**src/sv/cp2u8_pkg.sv**
```systemverilog
// shared types and constants for the code point to utf-8 encoder
// no dependencies; imported by the front end, back end and top level
package cp2u8_pkg;

    localparam int unsigned FIELD_WIDTH = 20;
    localparam logic [FIELD_WIDTH-1:0] FIELD_MAX = '1;

    // code point class limits
    localparam logic [31:0] CP_LIMIT1 = 32'h0000_0080;
    localparam logic [31:0] CP_LIMIT2 = 32'h0000_0800;
    localparam logic [31:0] CP_LIMIT3 = 32'h0001_0000;
    localparam logic [31:0] CP_LIMIT4 = 32'h0020_0000;

    // lead and continuation prefixes
    localparam logic [7:0] LEAD2     = 8'hC0;
    localparam logic [7:0] LEAD3     = 8'hE0;
    localparam logic [7:0] LEAD4     = 8'hF0;
    localparam logic [7:0] CONT      = 8'h80;
    localparam logic [7:0] CONT_MASK = 8'h3F;

    typedef enum logic [1:0] {
        ST_OK        = 2'd0,
        ST_TOO_LARGE = 2'd1,
        ST_TOO_SMALL = 2'd2
    } status_t;

    // config register index, taken from paddr bit 2
    typedef enum logic [0:0] {
        REG_CAPACITY  = 1'b0,
        REG_WRITE_EN  = 1'b1
    } reg_index_t;

    // classified item handed from front to back
    typedef struct packed {
        logic [31:0] bytes;      // byte k in bits 8k+7:8k
        logic [1:0]  last_idx;   // byte count minus one
        logic        stored;
        logic        eos;
        logic        wr_en;
        logic        term_fail;  // terminator does not fit
        logic        oversize;
    } desc_t;

    typedef struct packed {
        logic [7:0]             out_byte;
        logic [FIELD_WIDTH-1:0] byte_offset;
        logic                   byte_stored;
        logic                   run_last;
        logic                   string_done;
        status_t                status;
        logic [FIELD_WIDTH-1:0] total_size;
    } result_t;

endpackage

```
**src/sv/cp2u8_front.sv**
```systemverilog
// front end: accepts code points, keeps the string byte count and discard flag
// and classifies each item into a descriptor; uses cp2u8_pkg
module cp2u8_front #(
    parameter int unsigned COUNT_WIDTH = 20
) (
    input  logic                           aclk,
    input  logic                           aresetn,
    input  logic                           in_valid,
    output logic                           in_ready,
    input  logic [31:0]                    code_point,
    input  logic                           end_of_string,
    input  logic [cp2u8_pkg::FIELD_WIDTH-1:0] capacity,
    input  logic                           write_enable,
    output logic                           push,
    input  logic                           q_ready,
    output cp2u8_pkg::desc_t               desc,
    output logic [COUNT_WIDTH-1:0]         base
);
    import cp2u8_pkg::*;

    localparam int unsigned EW = ((COUNT_WIDTH > FIELD_WIDTH) ? COUNT_WIDTH : FIELD_WIDTH) + 1;

    logic [COUNT_WIDTH-1:0] size_count_reg, size_count_next;
    logic                   discarding_reg, discarding_next;
    logic                   accept;
    logic                   oversize;
    logic [1:0]             last_idx;
    logic [31:0]            bytes;
    logic [COUNT_WIDTH:0]   sum_raw;
    logic [COUNT_WIDTH-1:0] new_count;
    logic [EW-1:0]          fit_sum;

    assign in_ready = q_ready;
    assign accept   = in_valid & in_ready;
    assign oversize = code_point >= CP_LIMIT4;

    always_comb begin
        bytes    = '0;
        last_idx = 2'd0;
        if (code_point < CP_LIMIT1) begin
            bytes[7:0] = code_point[7:0];
        end else if (code_point < CP_LIMIT2) begin
            last_idx    = 2'd1;
            bytes[7:0]  = LEAD2 | {3'b000, code_point[10:6]};
            bytes[15:8] = CONT | (code_point[7:0] & CONT_MASK);
        end else if (code_point < CP_LIMIT3) begin
            last_idx     = 2'd2;
            bytes[7:0]   = LEAD3 | {4'b0000, code_point[15:12]};
            bytes[15:8]  = CONT | (code_point[13:6] & CONT_MASK);
            bytes[23:16] = CONT | (code_point[7:0] & CONT_MASK);
        end else begin
            last_idx     = 2'd3;
            bytes[7:0]   = LEAD4 | {5'b00000, code_point[20:18]};
            bytes[15:8]  = CONT | (code_point[19:12] & CONT_MASK);
            bytes[23:16] = CONT | (code_point[13:6] & CONT_MASK);
            bytes[31:24] = CONT | (code_point[7:0] & CONT_MASK);
        end
    end

    // saturating count after this item's bytes
    always_comb begin
        sum_raw   = {1'b0, size_count_reg} + (COUNT_WIDTH+1)'({1'b0, last_idx} + 3'd1);
        new_count = sum_raw[COUNT_WIDTH] ? '1 : sum_raw[COUNT_WIDTH-1:0];
        fit_sum   = EW'(size_count_reg) + EW'({1'b0, last_idx} + 3'd1);
    end

    always_comb begin
        desc.bytes     = bytes;
        desc.last_idx  = last_idx;
        desc.stored    = write_enable && (fit_sum <= EW'(capacity));
        desc.eos       = end_of_string;
        desc.wr_en     = write_enable;
        desc.term_fail = EW'(new_count) >= EW'(capacity);
        desc.oversize  = oversize;
        base           = size_count_reg;
        push           = accept & ~discarding_reg;
    end

    always_comb begin
        size_count_next = size_count_reg;
        discarding_next = discarding_reg;
        if (accept) begin
            priority if (discarding_reg) begin
                if (end_of_string) begin
                    discarding_next = 1'b0;
                    size_count_next = '0;
                end
            end else if (oversize) begin
                if (end_of_string) begin
                    size_count_next = '0;
                end else begin
                    discarding_next = 1'b1;
                end
            end else begin
                size_count_next = end_of_string ? '0 : new_count;
            end
        end
    end

    always_ff @(posedge aclk) begin
        if (!aresetn) begin
            size_count_reg <= '0;
            discarding_reg <= 1'b0;
        end else begin
            size_count_reg <= size_count_next;
            discarding_reg <= discarding_next;
        end
    end

endmodule

```
**src/sv/cp2u8_queue.sv**
```systemverilog
// two-entry queue that decouples the front end from the byte emitter
// no package dependencies
module cp2u8_queue #(
    parameter int unsigned DATA_WIDTH = 60
) (
    input  logic                  aclk,
    input  logic                  aresetn,
    input  logic                  in_valid,
    output logic                  in_ready,
    input  logic [DATA_WIDTH-1:0] in_data,
    output logic                  out_valid,
    input  logic                  out_ready,
    output logic [DATA_WIDTH-1:0] out_data
);
    logic [DATA_WIDTH-1:0] data_reg [2];
    logic                  wr_ptr_reg, wr_ptr_next;
    logic                  rd_ptr_reg, rd_ptr_next;
    logic [1:0]            count_reg, count_next;
    logic                  do_push, do_pop;

    assign in_ready  = count_reg != 2'd2;
    assign out_valid = count_reg != 2'd0;
    assign out_data  = data_reg[rd_ptr_reg];
    assign do_push   = in_valid & in_ready;
    assign do_pop    = out_valid & out_ready;

    always_comb begin
        wr_ptr_next = do_push ? ~wr_ptr_reg : wr_ptr_reg;
        rd_ptr_next = do_pop ? ~rd_ptr_reg : rd_ptr_reg;
        count_next  = count_reg + {1'b0, do_push} - {1'b0, do_pop};
    end

    always_ff @(posedge aclk) begin
        if (!aresetn) begin
            wr_ptr_reg <= 1'b0;
            rd_ptr_reg <= 1'b0;
            count_reg  <= 2'd0;
        end else begin
            wr_ptr_reg <= wr_ptr_next;
            rd_ptr_reg <= rd_ptr_next;
            count_reg  <= count_next;
        end
    end

    always_ff @(posedge aclk) begin
        if (do_push) begin
            data_reg[wr_ptr_reg] <= in_data;
        end
    end

endmodule

```
**src/sv/cp2u8_back.sv**
```systemverilog
// back end: walks the head descriptor one result per cycle into an output register
// while res_ready is high or that register is empty; uses cp2u8_pkg
module cp2u8_back #(
    parameter int unsigned COUNT_WIDTH = 20
) (
    input  logic                    aclk,
    input  logic                    aresetn,
    input  logic                    q_valid,
    output logic                    q_pop,
    input  cp2u8_pkg::desc_t        desc,
    input  logic [COUNT_WIDTH-1:0]  base,
    output logic                    res_valid,
    input  logic                    res_ready,
    output cp2u8_pkg::result_t      res
);
    import cp2u8_pkg::*;

    localparam int unsigned EW = ((COUNT_WIDTH > FIELD_WIDTH) ? COUNT_WIDTH : FIELD_WIDTH) + 1;

    logic [2:0]             idx_reg, idx_next;
    logic [COUNT_WIDTH-1:0] off_reg, off_next;
    logic                   valid_reg, valid_next;
    result_t                res_reg, res_next;
    logic                   load_en, fire;
    logic [COUNT_WIDTH-1:0] cur_off, inc_off;
    logic [COUNT_WIDTH:0]   inc_raw;
    logic                   term, is_byte, is_last_byte, final_res;
    logic [FIELD_WIDTH-1:0] cur_clamp, inc_clamp;
    logic [EW-1:0]          cur_ext, inc_ext;

    assign load_en = ~valid_reg | res_ready;
    assign fire    = q_valid & load_en;

    always_comb begin
        cur_off      = (idx_reg == 3'd0) ? base : off_reg;
        inc_raw      = {1'b0, cur_off} + (COUNT_WIDTH+1)'(1);
        inc_off      = inc_raw[COUNT_WIDTH] ? '1 : inc_raw[COUNT_WIDTH-1:0];
        cur_ext      = EW'(cur_off);
        inc_ext      = EW'(inc_off);
        cur_clamp    = (cur_ext > EW'(FIELD_MAX)) ? FIELD_MAX : cur_ext[FIELD_WIDTH-1:0];
        inc_clamp    = (inc_ext > EW'(FIELD_MAX)) ? FIELD_MAX : inc_ext[FIELD_WIDTH-1:0];
        term         = desc.eos & desc.wr_en;
        is_byte      = ~desc.oversize & ~idx_reg[2] & (idx_reg[1:0] <= desc.last_idx);
        is_last_byte = is_byte & (idx_reg[1:0] == desc.last_idx);
        final_res    = desc.oversize | (is_last_byte & ~term) | ~is_byte;
    end

    always_comb begin
        res_next.out_byte    = 8'd0;
        res_next.byte_offset = cur_clamp;
        res_next.byte_stored = 1'b0;
        res_next.run_last    = 1'b1;
        res_next.string_done = 1'b1;
        res_next.status      = ST_OK;
        res_next.total_size  = cur_clamp;
        priority if (desc.oversize) begin
            res_next.status = ST_TOO_LARGE;
        end else if (is_byte) begin
            res_next.out_byte    = desc.bytes[{idx_reg[1:0], 3'b000} +: 8];
            res_next.byte_stored = desc.stored;
            res_next.run_last    = is_last_byte & ~term;
            res_next.string_done = is_last_byte & desc.eos & ~desc.wr_en;
            res_next.total_size  = inc_clamp;
        end else begin
            // terminator or capacity error
            res_next.byte_stored = ~desc.term_fail;
            res_next.status      = desc.term_fail ? ST_TOO_SMALL : ST_OK;
        end
    end

    always_comb begin
        idx_next   = idx_reg;
        off_next   = off_reg;
        valid_next = valid_reg;
        q_pop      = 1'b0;
        if (load_en) begin
            valid_next = q_valid;
        end
        if (fire) begin
            off_next = is_byte ? inc_off : cur_off;
            if (final_res) begin
                idx_next = 3'd0;
                q_pop    = 1'b1;
            end else begin
                idx_next = idx_reg + 3'd1;
            end
        end
    end

    always_ff @(posedge aclk) begin
        if (!aresetn) begin
            idx_reg   <= 3'd0;
            valid_reg <= 1'b0;
        end else begin
            idx_reg   <= idx_next;
            valid_reg <= valid_next;
        end
    end

    always_ff @(posedge aclk) begin
        off_reg <= off_next;
        if (fire) begin
            res_reg <= res_next;
        end
    end

    assign res_valid = valid_reg;
    assign res       = res_reg;

endmodule

```
**src/sv/code_point_to_utf8_encoder.sv**
```systemverilog
// top level of the code point to utf-8 encoder: config registers, front end,
// descriptor queue and byte emitter; uses cp2u8_pkg and the cp2u8_* modules
//
// One code point enters per request on the s_ side and leaves as its utf-8
// bytes, one result per cycle on the m_ side while m_tready is high, each with
// its buffer offset and running size. A code point gives 1 to 4 byte results,
// plus one terminator or capacity-error result on an end_of_string item when
// write_enable is set; an oversized code point gives one error result, and
// items skipped after it give none. The input side takes one request per cycle
// while the two-entry queue between the front end and the byte emitter has
// room, so the sustained rate is set by the one-byte result channel.
// capacity and write_enable are written over the apb-style port; the user must
// write them only while idle, as the block itself does not enforce it.
module code_point_to_utf8_encoder #(
    parameter int unsigned COUNT_WIDTH = 20
) (
    input  logic        aclk,
    input  logic        aresetn,
    // input stream
    input  logic        s_tvalid,
    output logic        s_tready,
    input  logic [31:0] s_tdata,   // [31:0] code_point
    input  logic        s_tlast,   // end_of_string
    // result stream
    output logic        m_tvalid,
    input  logic        m_tready,
    output logic [47:0] m_tdata,   // [7:0] out_byte, [27:8] byte_offset, [47:28] total_size
    output logic        m_tlast,   // run_last
    output logic [3:0]  m_tuser,   // [0] byte_stored, [1] string_done, [3:2] status
    // config port
    input  logic        psel,
    input  logic        penable,
    input  logic        pwrite,
    input  logic [2:0]  paddr,
    input  logic [31:0] pwdata,
    output logic [31:0] prdata,
    output logic        pready
);
    import cp2u8_pkg::*;

    localparam int unsigned QW = $bits(desc_t) + COUNT_WIDTH;

    logic [FIELD_WIDTH-1:0] capacity_reg, capacity_next;
    logic                   write_en_reg, write_en_next;
    logic                   cfg_write;
    reg_index_t             cfg_sel;

    logic                   push, q_in_ready, q_out_valid, q_pop;
    desc_t                  front_desc, back_desc;
    logic [COUNT_WIDTH-1:0] front_base, back_base;
    logic [QW-1:0]          q_in_data, q_out_data;
    result_t                res;

    // config registers; the word address picks the register, byte lanes ignored
    assign pready    = 1'b1;
    assign cfg_sel   = reg_index_t'(paddr[2]);
    assign cfg_write = psel & penable & pwrite & pready;

    always_comb begin
        capacity_next = capacity_reg;
        write_en_next = write_en_reg;
        if (cfg_write) begin
            unique case (cfg_sel)
                REG_CAPACITY: capacity_next = pwdata[FIELD_WIDTH-1:0];
                REG_WRITE_EN: write_en_next = pwdata[0];
                default:      capacity_next = capacity_reg;
            endcase
        end
    end

    always_comb begin
        unique case (cfg_sel)
            REG_CAPACITY: prdata = 32'(capacity_reg);
            REG_WRITE_EN: prdata = 32'(write_en_reg);
            default:      prdata = 32'd0;
        endcase
    end

    always_ff @(posedge aclk) begin
        if (!aresetn) begin
            capacity_reg <= '0;
            write_en_reg <= 1'b1;
        end else begin
            capacity_reg <= capacity_next;
            write_en_reg <= write_en_next;
        end
    end

    // front end: classify and count
    cp2u8_front #(
        .COUNT_WIDTH (COUNT_WIDTH)
    ) u_front (
        .aclk          (aclk),
        .aresetn       (aresetn),
        .in_valid      (s_tvalid),
        .in_ready      (s_tready),
        .code_point    (s_tdata),
        .end_of_string (s_tlast),
        .capacity      (capacity_reg),
        .write_enable  (write_en_reg),
        .push          (push),
        .q_ready       (q_in_ready),
        .desc          (front_desc),
        .base          (front_base)
    );

    // descriptor queue, base offset in the upper bits
    assign q_in_data = {front_base, front_desc};

    cp2u8_queue #(
        .DATA_WIDTH (QW)
    ) u_queue (
        .aclk      (aclk),
        .aresetn   (aresetn),
        .in_valid  (push),
        .in_ready  (q_in_ready),
        .in_data   (q_in_data),
        .out_valid (q_out_valid),
        .out_ready (q_pop),
        .out_data  (q_out_data)
    );

    assign back_desc = desc_t'(q_out_data[$bits(desc_t)-1:0]);
    assign back_base = q_out_data[QW-1:$bits(desc_t)];

    // back end: one result per cycle into the output register while m_tready is high
    cp2u8_back #(
        .COUNT_WIDTH (COUNT_WIDTH)
    ) u_back (
        .aclk      (aclk),
        .aresetn   (aresetn),
        .q_valid   (q_out_valid),
        .q_pop     (q_pop),
        .desc      (back_desc),
        .base      (back_base),
        .res_valid (m_tvalid),
        .res_ready (m_tready),
        .res       (res)
    );

    // result packing
    assign m_tdata = {res.total_size, res.byte_offset, res.out_byte};
    assign m_tlast = res.run_last;
    assign m_tuser = {res.status, res.string_done, res.byte_stored};

endmodule

```
**config.mk**
```make
export PLATFORM = sky130hd
export DESIGN_NAME = code_point_to_utf8_encoder
export DESIGN_NICKNAME = d
export VERILOG_FILES = /design/src/sv/cp2u8_pkg.sv /design/src/sv/cp2u8_front.sv /design/src/sv/cp2u8_queue.sv /design/src/sv/cp2u8_back.sv /design/src/sv/code_point_to_utf8_encoder.sv
export SDC_FILE = /design/constraint.sdc
export NUM_CORES = 1
export LEC_CHECK = 0
export ABC_AREA = 1
export BUFFER_PORTS_ARGS = -buffer_cell sky130_fd_sc_hd__buf_4
export CORE_AREA = 2 2 155 157
export DETAILED_ROUTE_END_ITERATION = 8
export DIE_AREA = 0 0 157 159
export GPL_TIMING_DRIVEN = 0
export PLACE_DENSITY = 0.76
export SLEW_MARGIN = 0
export SYNTH_ARGS = -nofsm -noshare
export SYNTH_HDL_FRONTEND = slang
export SYNTH_HIERARCHICAL = 1
export SYNTH_SLANG_ARGS = --single-unit
```
**constraint.sdc**
```tcl
create_clock -name aclk -period 6.2 [get_ports aclk]
set_input_delay 1.24 -clock aclk [delete_from_list [all_inputs] [get_ports aclk]]
set_output_delay 1.24 -clock aclk [all_outputs]
set_load 0.03 [all_outputs]
```
== Word level (Yosys, flattened, before mapping) ==
Memory sizes are Yosys's and may differ from the RTL's. A register that Yosys moved wholly into a read port is not among the register bits.
Cells that the tools add are included.

* Flip-flop bits (word level): 123
* RAM bits: 118
* Input bits: 75
* Output and inout bits: 88
* Logic and storage cells: 102
* Memories: 1

* Add/sub/neg operators: 6
* Order comparisons: 7
* Equal/unequal tests: 2
* Shift operators: 1
* Mux-type cells: 32
* Bitwise operators: 28
* Reductions and logical operators: 7

{| class="wikitable"
|+ Memory list
! name !! words !! bits a word !! rd ports !! clocked after memory_dff !! write ports !! RTL line !! RTL
|-
| u_queue.data_reg || 2 || 59 || 1 || 1 || 1 || cp2u8_queue.sv:15 || <nowiki>logic [DATA_WIDTH-1:0] data_reg [2];</nowiki>
|}

{| class="wikitable"
|+ Operator list
! kind !! count
|-
| 20-bit two-way mux || 9
|-
| 32-bit one-hot mux with 2 select lines || 1
|-
| 32-bit by 22-bit greater-or-equal comparator with 1-bit output (second input constant) || 1
|-
| 32-bit by 12-bit less-than comparator with 1-bit output (second input constant) || 1
|-
| 32-bit by 17-bit less-than comparator with 1-bit output (second input constant) || 1
|-
| 32-bit by 8-bit less-than comparator with 1-bit output (second input constant) || 1
|-
| 16-bit two-way mux || 2
|-
| 32-bit by 6-bit indexed part select with 8-bit output || 1
|-
| 24-bit two-way mux || 1
|-
| 22-bit two-way mux || 1
|-
| 20-bit by 1-bit adder with 21-bit output (second input constant) || 1
|-
| 20-bit by 21-bit adder with 21-bit output || 1
|-
| 21-bit by 20-bit less-or-equal comparator with 1-bit output || 1
|-
| 20-bit greater-or-equal comparator || 1
|-
| 8-bit two-way mux || 2
|-
| 1-bit AND || 14
|-
| 1-bit two-way mux || 12
|-
| 1-bit NOT || 11
|-
| 2-bit two-way mux || 3
|-
| 2-bit AND reduction || 2
|-
| 2-bit OR reduction || 2
|-
| 2-bit by 1-bit adder with 3-bit output (second input constant) || 1
|-
| 3-bit by 1-bit adder with 3-bit output (second input constant) || 1
|-
| 3-bit zero test || 1
|-
| 9 further kinds || 11
|}

== Depth between registers and ports, before layout ==
* Depth after elaboration: 12
* Mapped depth: 28
* Depth with buffers taken out: 28

== Hierarchy ==
Netlist, hierarchy kept.

{| class="wikitable"
|+ Modules (own cells, without submodules)
! module !! times used !! cells each !! area an instance (µm²) !! sequential area each (µm²)
|-
| cp2u8_queue || 1 || 220 || 4543.1 || 3643.5
|-
| cp2u8_back || 1 || 479 || 4317.9 || 2272.2
|-
| cp2u8_front || 1 || 621 || 3530.9 || 420.4
|-
| code_point_to_utf8_encoder || 1 || 196 || 1181.1 || 420.4
|}

== Worst setup path after synthesis ==
No wires, ideal clock.

* Path kind: input to register
* Start: in s_tvalid
* End: mem u_queue/data_reg[0][0] (netlist bit) (enable)
* Library setup time: 0.476 ns
* Arrival: 4.429 ns
* Required time: 5.724 ns
* Path slack: 1.295 ns
* Stages on the path: 6
* Path buffers: 2
* Cells stage by stage: nand2_1 > clkbuf_1 > clkbuf_1 > nor2_1 > nand2_1 > nor2_1

* Word-level cells in the longest chain between the ends: 5

{| class="wikitable"
|+ Ends and longest elaborated chain
! item !! RTL line !! RTL
|-
| from (decl) || code_point_to_utf8_encoder.sv:20 || <nowiki>input logic s_tvalid,</nowiki>
|-
| 1-bit AND || cp2u8_front.sv:34 || <nowiki>assign accept = in_valid & in_ready;</nowiki>
|-
| 1-bit AND || cp2u8_front.sv:76 || <nowiki>push = accept & ~discarding_reg;</nowiki>
|-
| named net push || code_point_to_utf8_encoder.sv:48 || <nowiki>logic push, q_in_ready, q_out_valid, q_pop;</nowiki>
|-
| 1-bit AND || cp2u8_queue.sv:24 || <nowiki>assign do_push = in_valid & in_ready;</nowiki>
|-
| 1-bit two-way mux || cp2u8_queue.sv:46 || <nowiki>if (do_push) begin</nowiki>
|-
| 1-bit two-way mux (implied by the code) || cp2u8_queue.sv:47 || <nowiki>data_reg[wr_ptr_reg] <= in_data;</nowiki>
|-
| to (decl) || cp2u8_queue.sv:15 ||
|}

The timed path passes the listed nets, and every way through them passes these cells.

==> implementation parameters <==
Parameter                              Value

Critical path
  Data required time of the critical path ... 6.48 ns
  Crit Path Class ... input port to register
  Crit start category ... input port
  Slowest stage cell, crit path ... sky130_fd_sc_hd__fa_1
  CP arrival ... 5.40 ns
  Critical path buffers and inverters ... 6
  Delay-heaviest family, CP ... simple AND/OR/NAND/NOR gates
  Top cell by count, worst path ... sky130_fd_sc_hd__nand2_1
  Critical path capture point type ... register
  Biggest cell delay along the critical path ... 0.49 ns
  Crit Path Max Fanout ... 10

Global routing
  First-pass GRT wire length ... ~52,000 um
  Pin count of the biggest net entering global routing ... 77
  Grt ovf ... 0
  Global-route usage over all layers ... 26.1%
  Initial antenna violation count ... 0
  Via count of the first global-routing pass ... around 10,000

Placement
  Gp weighted congestion ... 0.927
  Number of buffer cells added on primary ports ... 135
  Post-placement worst setup slack ... 0.730 ns
  HPWL reported at the end of detailed placement ... 24,100 um
  Area after detailed placement ... 0.0151 sq mm

Timing
  Hold slack ... 0.455 ns
  Final Max Tran Viols ... 0
  Hold Violations, Final ... 0
  Final setup vio count ... 0
  Measured slew at the worst slew-check pin ... 0.967 ns
  Min Tclk post-route ... a little over 5 ns
  Worst-case setup margin in the final layout ... 1.08 ns
  Final worst path period share ... between 80% and 90%
  Maximum clock skew at final layout ... 0.00806 ns
  Slew margin rel. ... 35.5%
  Top achievable clock speed ... 195 MHz
  RSZ-0062 raised after global routing ... no

Clock tree
  CTS resizes ... 0
  Clock transition at the register clock pins on the worst setup and hold paths after CTS ... around 0.060 ns
  Skew-Pair Late Insertion Delay ... roughly 0.52 ns
  Clock Path Buffers ... 3
  Clock tree from TritonCTS ... yes
  Root buffer cell ... sky130_fd_sc_hd__clkbuf_16
  Cts hold-fix bufs ... 0
  Maximum level of the CTS H-tree ... 1
  Post-CTS Setup Bufs ... 0
  Sinks on Clock Net ... about 240
  CTS Buf Count ... 25

Synth
  Count of different cell masters after synthesis ... 49
  Top area cells in the synthesized netlist ... sky130_fd_sc_hd__edfxtp_1 (42%), sky130_fd_sc_hd__nand2_1 (8.6%), sky130_fd_sc_hd__dfxtp_1 (7.5%), sky130_fd_sc_hd__nor2_1 (5.4%), sky130_fd_sc_hd__inv_1 (5.0%)
  Synth async-reset ratio ... 0%
  Warning count from the yosys run ... 6
  Most used DFF post-synth ... sky130_fd_sc_hd__edfxtp_1
  Fraction of synthesized cell area taken by the top area cell type ... between 40 and 50%
  Post-Synthesis Cell Area ... 0.0136 sq mm
  Synthesized-area fraction occupied by adder cells ... 4.66%
  Cell accounting for the most synthesized area ... sky130_fd_sc_hd__edfxtp_1
  Xor and xnor area share after synthesis ... less than 1%
  Portion of the post-synthesis area used by sequential elements ... between 40% and 50%
  Largest family of logic cells by synthesized area ... simple AND/OR/NAND/NOR gates
  Area fraction in compound gates after synthesis ... 6.29%
  Flop and latch count out of synthesis ... 242
  Count of flip-flops with a built-in enable after synthesis ... 191
  Simple-gate share of the synthesized area ... 24.1%
  Mean area per synthesized cell ... just under 9 sq um
  Synthesized instance count ... 1,516
  Portion of netlist area occupied by mux cells ... 5.17%

Power and ir drop
  Total power draw ... 0.00724 W
  Power density relative to cell area ... approximately 460 mW/mm^2
  Peak VDD IR ... approximately 0.25 mV
  Leakage power ... about 7 nW

Worst hold path
  HP Class ... register to register

Finish
  Post-route cell area ... 0.0159 sq mm
  Fraction of layout instances using a drive strength above 1 ... 21.9%
  Number of flip-flops under the largest register name ... 118
  Area added between synthesis and finish ... 17.1%
  Final layout net count ... ~1,800
  Ant diodes ... 0
  Final core utilization ... just under 70%

Floorplan
  Row cnt ... 56
  Area enclosed by the die boundary ... approximately 0.025 sq mm
  Number of ports placed on the die boundary ... 163
  Starting utilization of the core area ... between 50% and 60%
  Standard cell core area ... 0.0232 sq mm
  Chip Height ... 159 um
  Die Wd ... roughly 160 um

Route
  Detailed router's first-iteration violation count ... 780
  Vias ... 10,900
  Post-DR wirelength/cell ... 16.0 um
  Number of optimization iterations in the first detailed-route pass ... 5
  Drt drc ... 0
  Final routed wirelength across all metal layers ... ~33,000 um
  Residual antenna-violating net count after detailed routing ... 0
  Number of vias per cell after detailed routing ... 5.36

Run status
  Result of the run ... finished clean

Flow run
  Max-capacitance violation count ... 0
[cell usage in the layout, fill, tap and decap left out, types with 31 or more instances in the layout]
cell / netlist / routed
sky130_fd_sc_hd__nand2_1: 310 / 310
sky130_fd_sc_hd__nor2_1: 197 / 196
sky130_fd_sc_hd__edfxtp_1: 191 / 191
sky130_fd_sc_hd__inv_1: 179 / 177
sky130_fd_sc_hd__buf_4: 30 / 165
sky130_fd_sc_hd__nand3_1: 117 / 117
sky130_fd_sc_hd__a21oi_1: 80 / 80
sky130_fd_sc_hd__dfxtp_1: 51 / 51
sky130_fd_sc_hd__ha_1: 49 / 49
sky130_fd_sc_hd__mux2_2: 49 / 49
sky130_fd_sc_hd__o21ai_0: 39 / 39
sky130_fd_sc_hd__nand2_2: 31 / 31
[cell type report]
cell class	instances	area, sq um
well taps	319	399
fillers	1780	7300
clock inverters	12	123
flip-flops and latches	242	6760
plain buffers	80	544
inverters	189	712
multi-input cells	1018	5620
clock buffers	34	669
repair buffers	138	1070
[where the power goes]
group          switching, W  leakage (nW)  internal [W]
Combinational       0.00214          4.33       0.00107
Sequential         0.000150          2.16       0.00243
Clock              0.000608         0.383      0.000844
[worst register-to-register path: stages, from the launching register on]
cell	delay (ns)
sky130_fd_sc_hd__dfxtp_1	0.35
sky130_fd_sc_hd__clkbuf_1	0.40
sky130_fd_sc_hd__inv_1	0.30
sky130_fd_sc_hd__clkbuf_1	0.34
sky130_fd_sc_hd__ha_1	0.34
sky130_fd_sc_hd__buf_6	0.16
sky130_fd_sc_hd__nand2_4	0.11
sky130_fd_sc_hd__buf_6	0.16
sky130_fd_sc_hd__buf_6	0.16
sky130_fd_sc_hd__nand2_1	0.06
sky130_fd_sc_hd__nand2_1	0.16
sky130_fd_sc_hd__ha_1	0.27
sky130_fd_sc_hd__nand3_2	0.17
sky130_fd_sc_hd__nor2_4	0.21
sky130_fd_sc_hd__nand2_2	0.10
sky130_fd_sc_hd__o21ai_1	0.19
sky130_fd_sc_hd__nand3_1	0.12
[Yosys cell counts (3+ instances only)]
master,number
sky130_fd_sc_hd__o21ai_0,39
sky130_fd_sc_hd__o22ai_1,8
sky130_fd_sc_hd__nand2_1,310
sky130_fd_sc_hd__xor2_1,10
sky130_fd_sc_hd__o211ai_1,6
sky130_fd_sc_hd__nand4_1,22
sky130_fd_sc_hd__ha_1,49
sky130_fd_sc_hd__nand3_1,117
sky130_fd_sc_hd__clkbuf_1,19
sky130_fd_sc_hd__nand2_4,4
sky130_fd_sc_hd__dfxtp_1,51
sky130_fd_sc_hd__nand3_2,6
sky130_fd_sc_hd__nor2_4,12
sky130_fd_sc_hd__a21oi_1,80
sky130_fd_sc_hd__mux2_4,10
sky130_fd_sc_hd__buf_6,12
sky130_fd_sc_hd__nor2_2,11
sky130_fd_sc_hd__nor2_1,197
sky130_fd_sc_hd__inv_1,179
sky130_fd_sc_hd__mux2_2,49
sky130_fd_sc_hd__buf_2,15
sky130_fd_sc_hd__nand2_2,31
sky130_fd_sc_hd__edfxtp_1,191
sky130_fd_sc_hd__conb_1,3
sky130_fd_sc_hd__o21ai_1,9
sky130_fd_sc_hd__buf_4,30
sky130_fd_sc_hd__inv_2,9
sky130_fd_sc_hd__nand3b_1,6
sky130_fd_sc_hd__nor4_1,3
[metrics by stage]
step | std cells | TNS, ns
floorplan | 1529 | 0
global placement | 1983 | -25.94
detailed placement | 1986 | 0
CTS | 2032 | 0
global route | 2032 | 0
finish | 2032 | 0
[final timing paths]
check | end | cells after the start | slack, ns | startpoint
worst max-delay path | u_queue/data_reg[1][4]$_DFFE_PP_ | 28 | 1.08 | s_tdata[25]
worst min-delay path | u_queue/data_reg[0][49]$_DFFE_PP_ | 0 | 0.46 | u_front/base[10]$_SDFFE_PN0P_
worst max register to register | u_back/res[10]$_DFFE_PP_ | 16 | 2.36 | u_back/idx_reg[0]$_SDFFE_PN0P_
worst min register to register | u_queue/data_reg[0][49]$_DFFE_PP_ | 0 | 0.46 | u_front/base[10]$_SDFFE_PN0P_
[cell families after synthesis]
logic type,count (synthesis)
compound gates,156
fa+ha+maj,50
buf+inv,269
xor+xnor,11
simple gates,726
mux,59
flops,242
other cells,3
[metal layers]
metal / GRT usage [%] / vias up / routed length (um)
met4: 9.26 / 0 / 1190
met1: 34.9 / 5007 / 13800
li1: - / 5362 / -
met3: 3.70 / 84 / 2340
met5: 0 / - / 0
met2: 43.4 / 436 / 15200
Power figures use the tool's default switching activity.
